## config.mk

```make
export PLATFORM = sky130hd
export DESIGN_NAME = lct_div_cell
export DESIGN_NICKNAME = d
export VERILOG_FILES = /design/src/rtl/lct_pkg.sv /design/src/rtl/lct_div_cell.sv
export SDC_FILE = /design/constraint.sdc
export NUM_CORES = 1
export LEC_CHECK = 0
export ABC_AREA = 1
export ABC_CLOCK_PERIOD_IN_PS = 5000
export BUFFER_PORTS_ARGS = -buffer_cell sky130_fd_sc_hd__buf_4
export CORE_MARGIN = 3
export CORE_UTILIZATION = 45
export DETAILED_ROUTE_END_ITERATION = 8
export PLACE_DENSITY = 0.7
export SLEW_MARGIN = 20
export SYNTH_ARGS = -nofsm -noshare
export SYNTH_HDL_FRONTEND = slang
export SYNTH_SLANG_ARGS = --single-unit
```

## constraint.sdc

```tcl
create_clock -name i_clk -period 5 [get_ports i_clk]
set_input_delay 1.25 -clock i_clk [delete_from_list [all_inputs] [get_ports i_clk]]
set_output_delay 1.25 -clock i_clk [all_outputs]
set_load 0.005 [all_outputs]
```

## src/rtl/lct_pkg.sv

```systemverilog
// Shared types and constants for the link contact generator.
`timescale 1ns / 1ps
`default_nettype none
package lct_pkg;

    localparam int MAG_W  = 33;          // |second - first|
    localparam int SUM_W  = 66;          // sum of three squares
    localparam int RAD_W  = 98;          // sum scaled by 2^32
    localparam int ROOT_W = 49;          // length in units of 2^-16
    localparam int SREM_W = 52;          // root remainder after pair shift
    localparam int SQ_STAGES = 49;       // one root bit per cell
    localparam int Q_W    = 31;          // quotient bits, at most 2^30
    localparam int DREM_W = 50;          // divider remainder after shift
    localparam int NRM_W  = 32;
    localparam int PEN_W  = 32;
    localparam int REST_W = 31;
    localparam int RST_W  = 17;

    typedef enum logic [1:0] {
        CMD_PAIR_CABLE = 2'd0,
        CMD_PAIR_ROD   = 2'd1,
        CMD_ANCH_CABLE = 2'd2,
        CMD_ANCH_ROD   = 2'd3
    } t_cmd;

    // Sideband that rides along the square-root chain.
    typedef struct packed {
        logic [2:0][MAG_W-1:0] mag;
        logic [2:0]            neg;
        logic                  rod;
        logic [REST_W-1:0]     rest;
        logic [RST_W-1:0]      rst;
    } t_side;

    // Sideband that rides along the divider chain.
    typedef struct packed {
        logic [ROOT_W-1:0] den;
        logic              emit;
        logic              flip;
        logic [PEN_W-1:0]  pen;
        logic [RST_W-1:0]  rst;
        logic [2:0]        neg;
    } t_post;

endpackage
`default_nettype wire

```

## src/rtl/lct_div_cell.sv

```systemverilog
// One cell of the normal divider chain: resolves one quotient bit per stage.
`timescale 1ns / 1ps
`default_nettype none
module lct_div_cell (
    input  wire logic                      i_clk,
    input  wire logic                      i_en,
    input  wire logic [lct_pkg::ROOT_W-1:0] i_den,
    input  wire logic [lct_pkg::DREM_W-1:0] i_rem,
    input  wire logic [lct_pkg::Q_W-1:0]    i_q,
    output logic      [lct_pkg::DREM_W-1:0] o_rem,
    output logic      [lct_pkg::Q_W-1:0]    o_q
);
    import lct_pkg::*;

    logic [DREM_W-1:0] w_sh;
    logic              w_ge;
    logic [DREM_W-1:0] n_rem;
    logic [Q_W-1:0]    n_q;
    logic [DREM_W-1:0] r_rem;
    logic [Q_W-1:0]    r_q;

    // The remainder stays below the divisor, so the shift loses nothing.
    // Numerator bits brought down here are all zero.
    always_comb begin
        w_sh  = {i_rem[DREM_W-2:0], 1'b0};
        w_ge  = (w_sh >= {1'b0, i_den});
        n_rem = w_ge ? (w_sh - {1'b0, i_den}) : w_sh;
        n_q   = {i_q[Q_W-2:0], w_ge};
    end

    always_ff @(posedge i_clk) begin
        if (i_en) begin
            r_rem <= n_rem;
            r_q   <= n_q;
        end
    end

    assign o_rem = r_rem;
    assign o_q   = r_q;
endmodule
`default_nettype wire

```

==> out/results.tsv <==
stage	metric	value	unit
run_status	status	completed	
cells_and_area	antenna cell count	0	
synth	Synth warnings	0	
cts	TritonCTS clock tree	built	
placement	pre-CTS setup slack	1.34	ns
grt	Global Route Usage Sum	25.3	%
cts	root buf cell	clkbuf_16	
routing	Routed WL	23.8	mm
timing	max-slew violations	0	
synth	post-synthesis mux area share	0	%
synth	largest family of logic cells by synthesized area	simple AND/OR/NAND/NOR gates	
placement	GPL Wtd Cong	0.931	
cells_and_area	Syn-to-layout area delta	27.0	%
critical_path	crit start category	primary input	
routing	DR WL/cell	14.4	µm
cts	Clock Tree Buf Depth	2	
synth	Post-synth EDFFs	81	
flow_run	Max Cap Viol	0	
cts	clk slew on worst S/H paths	0.07	ns
critical_path	Crit path arrival time	3.35	ns
timing	RSZ-0062 raised after global routing	false	
hold_path	WHS Endpoint	o_q[2]$_DFFE_PP_	
timing	setup_tns	0	ns
floorplanning	Die Footprint	18700	µm²
timing	final period utilization	65.5	%
power	Pwr Total	2.46	mW
critical_path	Worst EP required	5.07	ns
cells_and_area	nets	1609	
routing	Vias per Instance	4.73	
routing	Vias	7810	
placement	port buffer count	210	
synth	syn_nets	1395	
routing	Post-DRT Antenna Nets	0	
timing	final setup vio count	0	
critical_path	Max FO, Critical Path	73	
cts	clock net sink count	81	
floorplanning	core area	16600	µm²
synth	Seq/Total Area, Yosys	31.6	%
synth	Seq cells post-synth	81	
power	Power Density	251	nW/µm²
timing	fin crit period	3.27	ns
critical_path	Largest stage delay, worst path	0.42	ns
cells_and_area	area of the multi-input gates	4090	µm²
hold_path	WHS Path Cells	1	
floorplanning	Die X-Extent	137	µm
routing	DRC Markers	0	
grt	initial antenna violation count	0	
placement	DP HPWL	19.9	mm
hold_path	Worst Hold Class	in -> reg	
grt	largest net degree at the start of global routing	74	
routing	Pre-antenna DRT Iters	5	
grt	first-pass GRT wire length	36.6	mm
synth	Primary FF master, synth	edfxtp_1	
synth	most frequent cells after synthesis	nand2_1, inv_1, nor2_1, edfxtp_1, nand3_1	
grt	GRT Residual Overflow	0	
cts	htree depth	3	
cts	Setup Fix Bufs, Post-CTS	0	
power	Max IR drop VDD	0.000195	V
floorplanning	die height	137	µm
synth	post-synth top area share	31.6	%
critical_path	Top cell by count, worst path	nand2_1	
synth	post-synthesis xor/xnor area fraction	2.84	%
cells_and_area	Fillers	1700	
synth	top post-synthesis cells by area	edfxtp_1, nand2_1, inv_1	
synth	Post-Synth Adder-Cell Area	8.22	%
hold_path	hold_sp	i_q[1]	
timing	relative slew slack	52.4	%
synth	ys async rst share	0	%
cts	Num CTS Buffers	9	
cells_and_area	Reg area	2430	µm²
synth	Compound-Gate Fraction of Synth Area	5.07	%
timing	Hold Vio Cnt, Final	0	
synth	syn_area_per_cell	6.35	µm²
synth	count of cell types in the netlist	30	
power	Leak Pwr	5.49	nW
floorplanning	I/O pins	213	
timing	slew of the pin with the lowest slew margin	0.713	ns
routing	Starting DRT DRC Count	498	
synth	Gate Count Post-Synth	1213	
critical_path	CP cell instances	buf_4 > inv_1 > ha_1 > nand2_1 > inv_1 > nand2_1 > nand2_1 > nand2_1 > nand2_1 > nand2_1 > nand2_1 > nor2_1 > nand3_4 > inv_6 > o21ai_1	
critical_path	CP max-delay cell	inv_6	
floorplanning	initial core utilization	46.3	%
critical_path	critical setup path kind	in -> reg	
synth	Post-Synthesis Cell Area	7700	µm²
floorplanning	FP Rows	47	
synth	most numerous cell in the Yosys netlist	nand2_1	
cts	Post-CTS Resized	0	
timing	Fmax achieved	0.305	GHz
synth	Post-Synth Simple-Gate Area	37.0	%
placement	DP Cell Count	1636	
timing	Setup WS post-layout	1.73	ns
critical_path	Setup crit end kind	flip-flop	
grt	vias in the first global route	7290	
cts	Hold Buf Count CTS	0	
cells_and_area	Non-Filler Instances	1652	
cells_and_area	layout cells sized above 1	18.9	%
synth	Synth area leader	edfxtp_1	
## registers in the layout, indices dropped and copies added (netlist names)
signal and cells:
o_q 31, o_rem 50
## power breakdown
part	leakage, nW	switching [mW]	internal [mW]
logic	4.55	0.496	0.371
registers	0.792	0.0224	0.856
clock network	0.146	0.317	0.393
total	5.49	0.835	1.62
## logic make-up after synthesis
family,count (synthesis)
AOI/OAI and AO/OA,61
xor gates and xnor gates,25
adders and majority gates,50
buffers and inverters,297
DFF,81
and+or+nand+nor,699
## worst max-delay path by stage
stage                         start                   to  cells past startpoint
after global placement    i_den[36]  o_rem[23]$_DFFE_PP_                     15
after CTS                 i_den[36]  o_rem[20]$_DFFE_PP_                     15
after global routing      i_den[36]  o_rem[18]$_DFFE_PP_                     16
after floorplan            i_den[5]   o_rem[9]$_DFFE_PP_                     15
final                     i_den[37]  o_rem[20]$_DFFE_PP_                     15
after detailed placement  i_den[36]  o_rem[20]$_DFFE_PP_                     15
## metal layers
layer	global-route usage (%)	wire length [µm]
met1	35.7	11300
met4	6.32	386
met5	0	0
met3	2.76	1550
met2	41.5	10600
## area by class of cell
type / count / share of cell area (%)
Clock buffer: 9 / 2.30
Timing Repair Buffer: 212 / 16.3
Tap cell: 220 / 2.81
Inverter: 288 / 11.1
Sequential cell: 81 / 24.9
Multi-Input combinational cell: 835 / 41.8
Clock inverter: 7 / 0.806
## layout by cell type, fill, tap and decap left out, drive strengths merged, types with 12 or more instances in the layout
cell	instances
nand2	507
buf	212
xnor2	22
inv	290
nor2	95
a21oi	29
ha	49
nand3	64
edfxtp	81
o21ai	28
nand3b	12
## critical path: cells and delay by family
| kind | cells | cell delay (ns) |
|---|---|---|
| simple gates | 9 | 0.97 |
| buf+inv | 4 | 0.59 |
| fa+ha+maj | 1 | 0.35 |
| compound gates | 1 | 0.15 |
## through the flow
stage	hold slack, ns	area (µm²)	utilization [%]
6_report	1.07	9780	58.8
3_5_place_dp	1.43	9480	57.0
3_3_place_gp	1.43	9480	57.0
4_1_cts	1.06	9780	58.8
5_1_grt	1.07	9780	58.8
2_1_floorplan	1.35	7700	-
(Power assumes the default switching activity.)
