--- src/rtl/lct_pkg.sv ---
// Shared types and constants for the link contact generator.
`timescale 1ns / 1ps
`default_nettype none
package lct_pkg;

    localparam int MAG_W  = 33;          // |second - first|
    localparam int SUM_W  = 66;          // sum of three squares
    localparam int RAD_W  = 98;          // sum scaled by 2^32
    localparam int ROOT_W = 49;          // length in units of 2^-16
    localparam int SREM_W = 52;          // root remainder after pair shift
    localparam int SQ_STAGES = 49;       // one root bit per cell
    localparam int Q_W    = 31;          // quotient bits, at most 2^30
    localparam int DREM_W = 50;          // divider remainder after shift
    localparam int NRM_W  = 32;
    localparam int PEN_W  = 32;
    localparam int REST_W = 31;
    localparam int RST_W  = 17;

    typedef enum logic [1:0] {
        CMD_PAIR_CABLE = 2'd0,
        CMD_PAIR_ROD   = 2'd1,
        CMD_ANCH_CABLE = 2'd2,
        CMD_ANCH_ROD   = 2'd3
    } t_cmd;

    // Sideband that rides along the square-root chain.
    typedef struct packed {
        logic [2:0][MAG_W-1:0] mag;
        logic [2:0]            neg;
        logic                  rod;
        logic [REST_W-1:0]     rest;
        logic [RST_W-1:0]      rst;
    } t_side;

    // Sideband that rides along the divider chain.
    typedef struct packed {
        logic [ROOT_W-1:0] den;
        logic              emit;
        logic              flip;
        logic [PEN_W-1:0]  pen;
        logic [RST_W-1:0]  rst;
        logic [2:0]        neg;
    } t_post;

endpackage
`default_nettype wire

--- src/rtl/lct_sqrt_cell.sv ---
// One cell of the square-root chain: resolves one root bit per stage.
`timescale 1ns / 1ps
`default_nettype none
module lct_sqrt_cell (
    input  wire logic                      i_clk,
    input  wire logic                      i_en,
    input  wire logic [lct_pkg::RAD_W-1:0]  i_rad,
    input  wire logic [lct_pkg::ROOT_W-1:0] i_root,
    input  wire logic [lct_pkg::SREM_W-1:0] i_rem,
    output logic      [lct_pkg::RAD_W-1:0]  o_rad,
    output logic      [lct_pkg::ROOT_W-1:0] o_root,
    output logic      [lct_pkg::SREM_W-1:0] o_rem
);
    import lct_pkg::*;

    logic [SREM_W-1:0] w_sh;
    logic [SREM_W-1:0] w_trial;
    logic              w_ge;
    logic [RAD_W-1:0]  n_rad;
    logic [ROOT_W-1:0] n_root;
    logic [SREM_W-1:0] n_rem;
    logic [RAD_W-1:0]  r_rad;
    logic [ROOT_W-1:0] r_root;
    logic [SREM_W-1:0] r_rem;

    // The remainder never exceeds twice the partial root, so its top two bits are free.
    always_comb begin
        w_sh    = {i_rem[SREM_W-3:0], i_rad[RAD_W-1 -: 2]};
        w_trial = {1'b0, i_root, 2'b01};
        w_ge    = (w_sh >= w_trial);
        n_rad   = {i_rad[RAD_W-3:0], 2'b00};
        n_root  = {i_root[ROOT_W-2:0], w_ge};
        n_rem   = w_ge ? (w_sh - w_trial) : w_sh;
    end

    always_ff @(posedge i_clk) begin
        if (i_en) begin
            r_rad  <= n_rad;
            r_root <= n_root;
            r_rem  <= n_rem;
        end
    end

    assign o_rad  = r_rad;
    assign o_root = r_root;
    assign o_rem  = r_rem;
endmodule
`default_nettype wire

--- config.mk ---
export PLATFORM = sky130hd
export DESIGN_NAME = lct_sqrt_cell
export DESIGN_NICKNAME = d
export VERILOG_FILES = /design/src/rtl/lct_pkg.sv /design/src/rtl/lct_sqrt_cell.sv
export SDC_FILE = /design/constraint.sdc
export NUM_CORES = 1
export LEC_CHECK = 0
export ABC_AREA = 1
export ABC_CLOCK_PERIOD_IN_PS = 3000
export BUFFER_PORTS_ARGS = -buffer_cell sky130_fd_sc_hd__buf_4
export CELL_PAD_IN_SITES_DETAIL_PLACEMENT = 1
export CELL_PAD_IN_SITES_GLOBAL_PLACEMENT = 2
export CORE_MARGIN = 2
export CORE_UTILIZATION = 28
export CTS_CLUSTER_SIZE = 28
export DETAILED_ROUTE_END_ITERATION = 16
export MAX_ROUTING_LAYER = met4
export PLACE_DENSITY_LB_ADDON = 0.1
export SETUP_SLACK_MARGIN = 0.05
export SLEW_MARGIN = 5
export SYNTH_ARGS = -nofsm -noshare
export SYNTH_HDL_FRONTEND = slang
export SYNTH_SLANG_ARGS = --single-unit
--- constraint.sdc ---
create_clock -name i_clk -period 3 [get_ports i_clk]
set_input_delay 0.6 -clock i_clk [delete_from_list [all_inputs] [get_ports i_clk]]
set_output_delay 0.6 -clock i_clk [all_outputs]
set_load 0.01 [all_outputs]
==> flow_summary.ini <==
[clock_network]
cts_resized = 0
path_clk_slew_ps = 80
clockRootBuffer = clkbuf_16
hold_buffers = 0
post_cts_buffers = 0
clock_sinks = 197
htree_levels = 4
cts_buffer_depth = 2
numCtsBuffers = 17
cts_tree = done

[logic_synthesis]
yosys.area.top_type_share_pct = 52.26
synth.ff_latch_count = 197
synthAdderAreaFrac_pct = 5.637
synth.top_cells.by_count = nand2_1 (504), inv_1 (287), edfxtp_1 (197)
synth.area.mux_share_pct = 0
synth_area_um2 = 11320
synth-xor-area-share_pct = 2.321
synth_cell_types = 32
synth_most_common_cell = nand2_1
synth.avg_cell_area_um2 = 8.348
ys.flop_type = edfxtp_1
synth_compound_area_share_pct = 3.836
synth_top_family_by_area = simple AND/OR/NAND/NOR gates
async_flop_share_pct = 0
yosysTopAreaCell = edfxtp_1
synth_area_leaders = edfxtp_1 (52%), nand2_1 (17%), inv_1 (9.5%)
synth_edf_count = 197
syn_inst = 1356
ys_seq_area_share_pct = 52.26
synth_simple_gate_area_share_pct = 25.43
ys_warn_count = 0

[routing]
routed_wirelength_mm = 43.27
drcViolationCount = 0
vias_per_cell = 4.297
wl_per_cell_um = 18.41
drt_pass1_iterations = 5
drt_iter0_markers = 399
vias = 10100
ant_nets = 0

[setup_path]
crit_arrival_ps = 2750
worstPathRequired_ps = 3340
worstPathMaxFanout = 14
startpoint_type = primary input
endpoint_kind = flop
critPathKind = primary input to flop

[min_path]
hold_start = i_root[3]
hold_class = primary input to flop
hold_end = o_root[4]
worstHoldPathCells = 1

[timing]
period_share_pct = 80.43
setup_violations = 0
fin_ws_ps = 587.1
period_needed_ps = 2413
grt_setup_unrepaired = false
clock.fmax_mhz = 414.4
slew_headroom_pct = 65.01
tns_ps = 0
fin_hold_ws_ps = 303.8
hold_viol_final = 0
slew_violations = 0
worst_pin_slew_ps = 524.9

[global_route]
grt_pass1_wl_mm = 63.95
antenna_found_initial = 3
grt_pass1_vias = 10480
grt-ovfl-total = 0
grtUsageTotal_pct = 21.36
grt_start_max_net_pins = 75

[die]
dieArea_um2 = 42050
ios = 400
fp.dieH_um = 205.1
initial_core_util_pct = 28.42
rows = 73
dieWidth_um = 205.1
core-area_um2 = 39820

[status]
status = finished, final reports clean

[layout]
final.fill_count = 4849
drive_above_1_share_pct = 27.99
syn_to_final_growth_pct = 40.41
num-nets-final = 2061
utilization_pct = 39.91
postLayoutCellArea_um2 = 15890

[job]
drv_cap = 0

[place]
routabilityCongestion = 0.8763
dp_hpwl_mm = 37.09
place_worst_setup_slack_ps = 84.26
io_buffers = 395
placed_area_um2 = 15300

[power]
powerDensity_nw_per_um2 = 495.1
power.leakage_nw = 7.992
vdd_drop_max_mv = 0.4137
-- worst max-delay path by stage --
stage	start	endpoint	slack (ps)	cells past startpoint
2_1_floorplan	i_root[0]	o_rem[26]	570	12
3_3_place_gp	i_rem[35]	o_rem[34]	100	14
3_5_place_dp	i_root[35]	o_rem[34]	80	15
4_1_cts	i_root[29]	o_rem[34]	610	16
5_1_grt	i_root[29]	o_rem[34]	380	16
6_report	i_root[29]	o_rem[34]	590	16
-- layout by cell type (no fill, tap or decap), drive strengths merged, types with 5 or more instances in the layout --
| cell type | n |
|---|---|
| xor2 | 6 |
| nand4 | 10 |
| o21ai | 32 |
| nand3b | 13 |
| nand2 | 509 |
| ha | 51 |
| edfxtp | 197 |
| o21bai | 6 |
| inv | 298 |
| nor2 | 97 |
| xnor2 | 24 |
| clkinv | 5 |
| buf | 444 |
| nand3 | 60 |
| clkbuf | 19 |
| nor3 | 8 |
| a21oi | 30 |
-- flip-flops by register name, indices dropped and copies added, names as in the netlist --
register / cells
o_rad: 96
o_rem: 52
o_root: 49
-- logic make-up (layout without fill, tap and decap cells) --
kind of cell               count (synthesis)  count (layout)
AOI/OAI and AO/OA                         74              74
xor gates and xnor gates                  30              30
adders and majority gates                 51              51
buffers and inverters                    303             768
DFF                                      197             197
other                                      1               5
and+or+nand+nor                          700             700
-- area by class of cell --
class / count / area, um2 / area share (%)
Tap cell: 525 / 656.9 / 4.133
Sequential cell: 197 / 5916 / 37.22
Inverter: 291 / 1092 / 6.872
Antenna cell: 3 / 7.507 / 0.04723
Clock buffer: 18 / 429.2 / 2.700
Timing Repair Buffer: 445 / 3410 / 21.45
Clock inverter: 14 / 161.4 / 1.016
Multi-Input combinational cell: 857 / 4222 / 26.56
-- critical path: stages --
cell     delay, ps
buf_4           80
inv_1           40
ha_1           340
nand2_1        130
nor2_1         120
buf_4          140
nand2_1         80
nor2_1         190
nand2_1        100
nor2_2         120
nor2_2          60
nand3_4         80
buf_4          240
buf_12         180
nand3_1        130
nand2_1         80
-- per-stage QoR --
step / cells / total power (W)
after floorplan: 1357 / 0.004460
after global placement: 2315 / 0.005604
after detailed placement: 2315 / 0.005636
after CTS: 2347 / 0.008036
after global routing: 2350 / 0.008308
final: 2350 / 0.007868
-- per-layer routing --
| metal | up-vias | global-route usage (%) | share of wire, % |
|---|---|---|---|
| met5 | - | - | 0 |
| met4 | 0 | 5.421 | 1.5 |
| met3 | 35 | 5.107 | 5.8 |
| met2 | 255 | 35.67 | 49 |
| met1 | 4671 | 25.92 | 44 |
| li1 | 5138 | - | - |
-- power by group --
group	internal, W	total (W)	switching, W
Sequential	0.00335	0.00343	0.0000782
Combinational	0.000910	0.00209	0.00118
Clock	0.00119	0.00234	0.00116
Total	0.00545	0.00787	0.00242
Power figures use the tool's default switching activity.
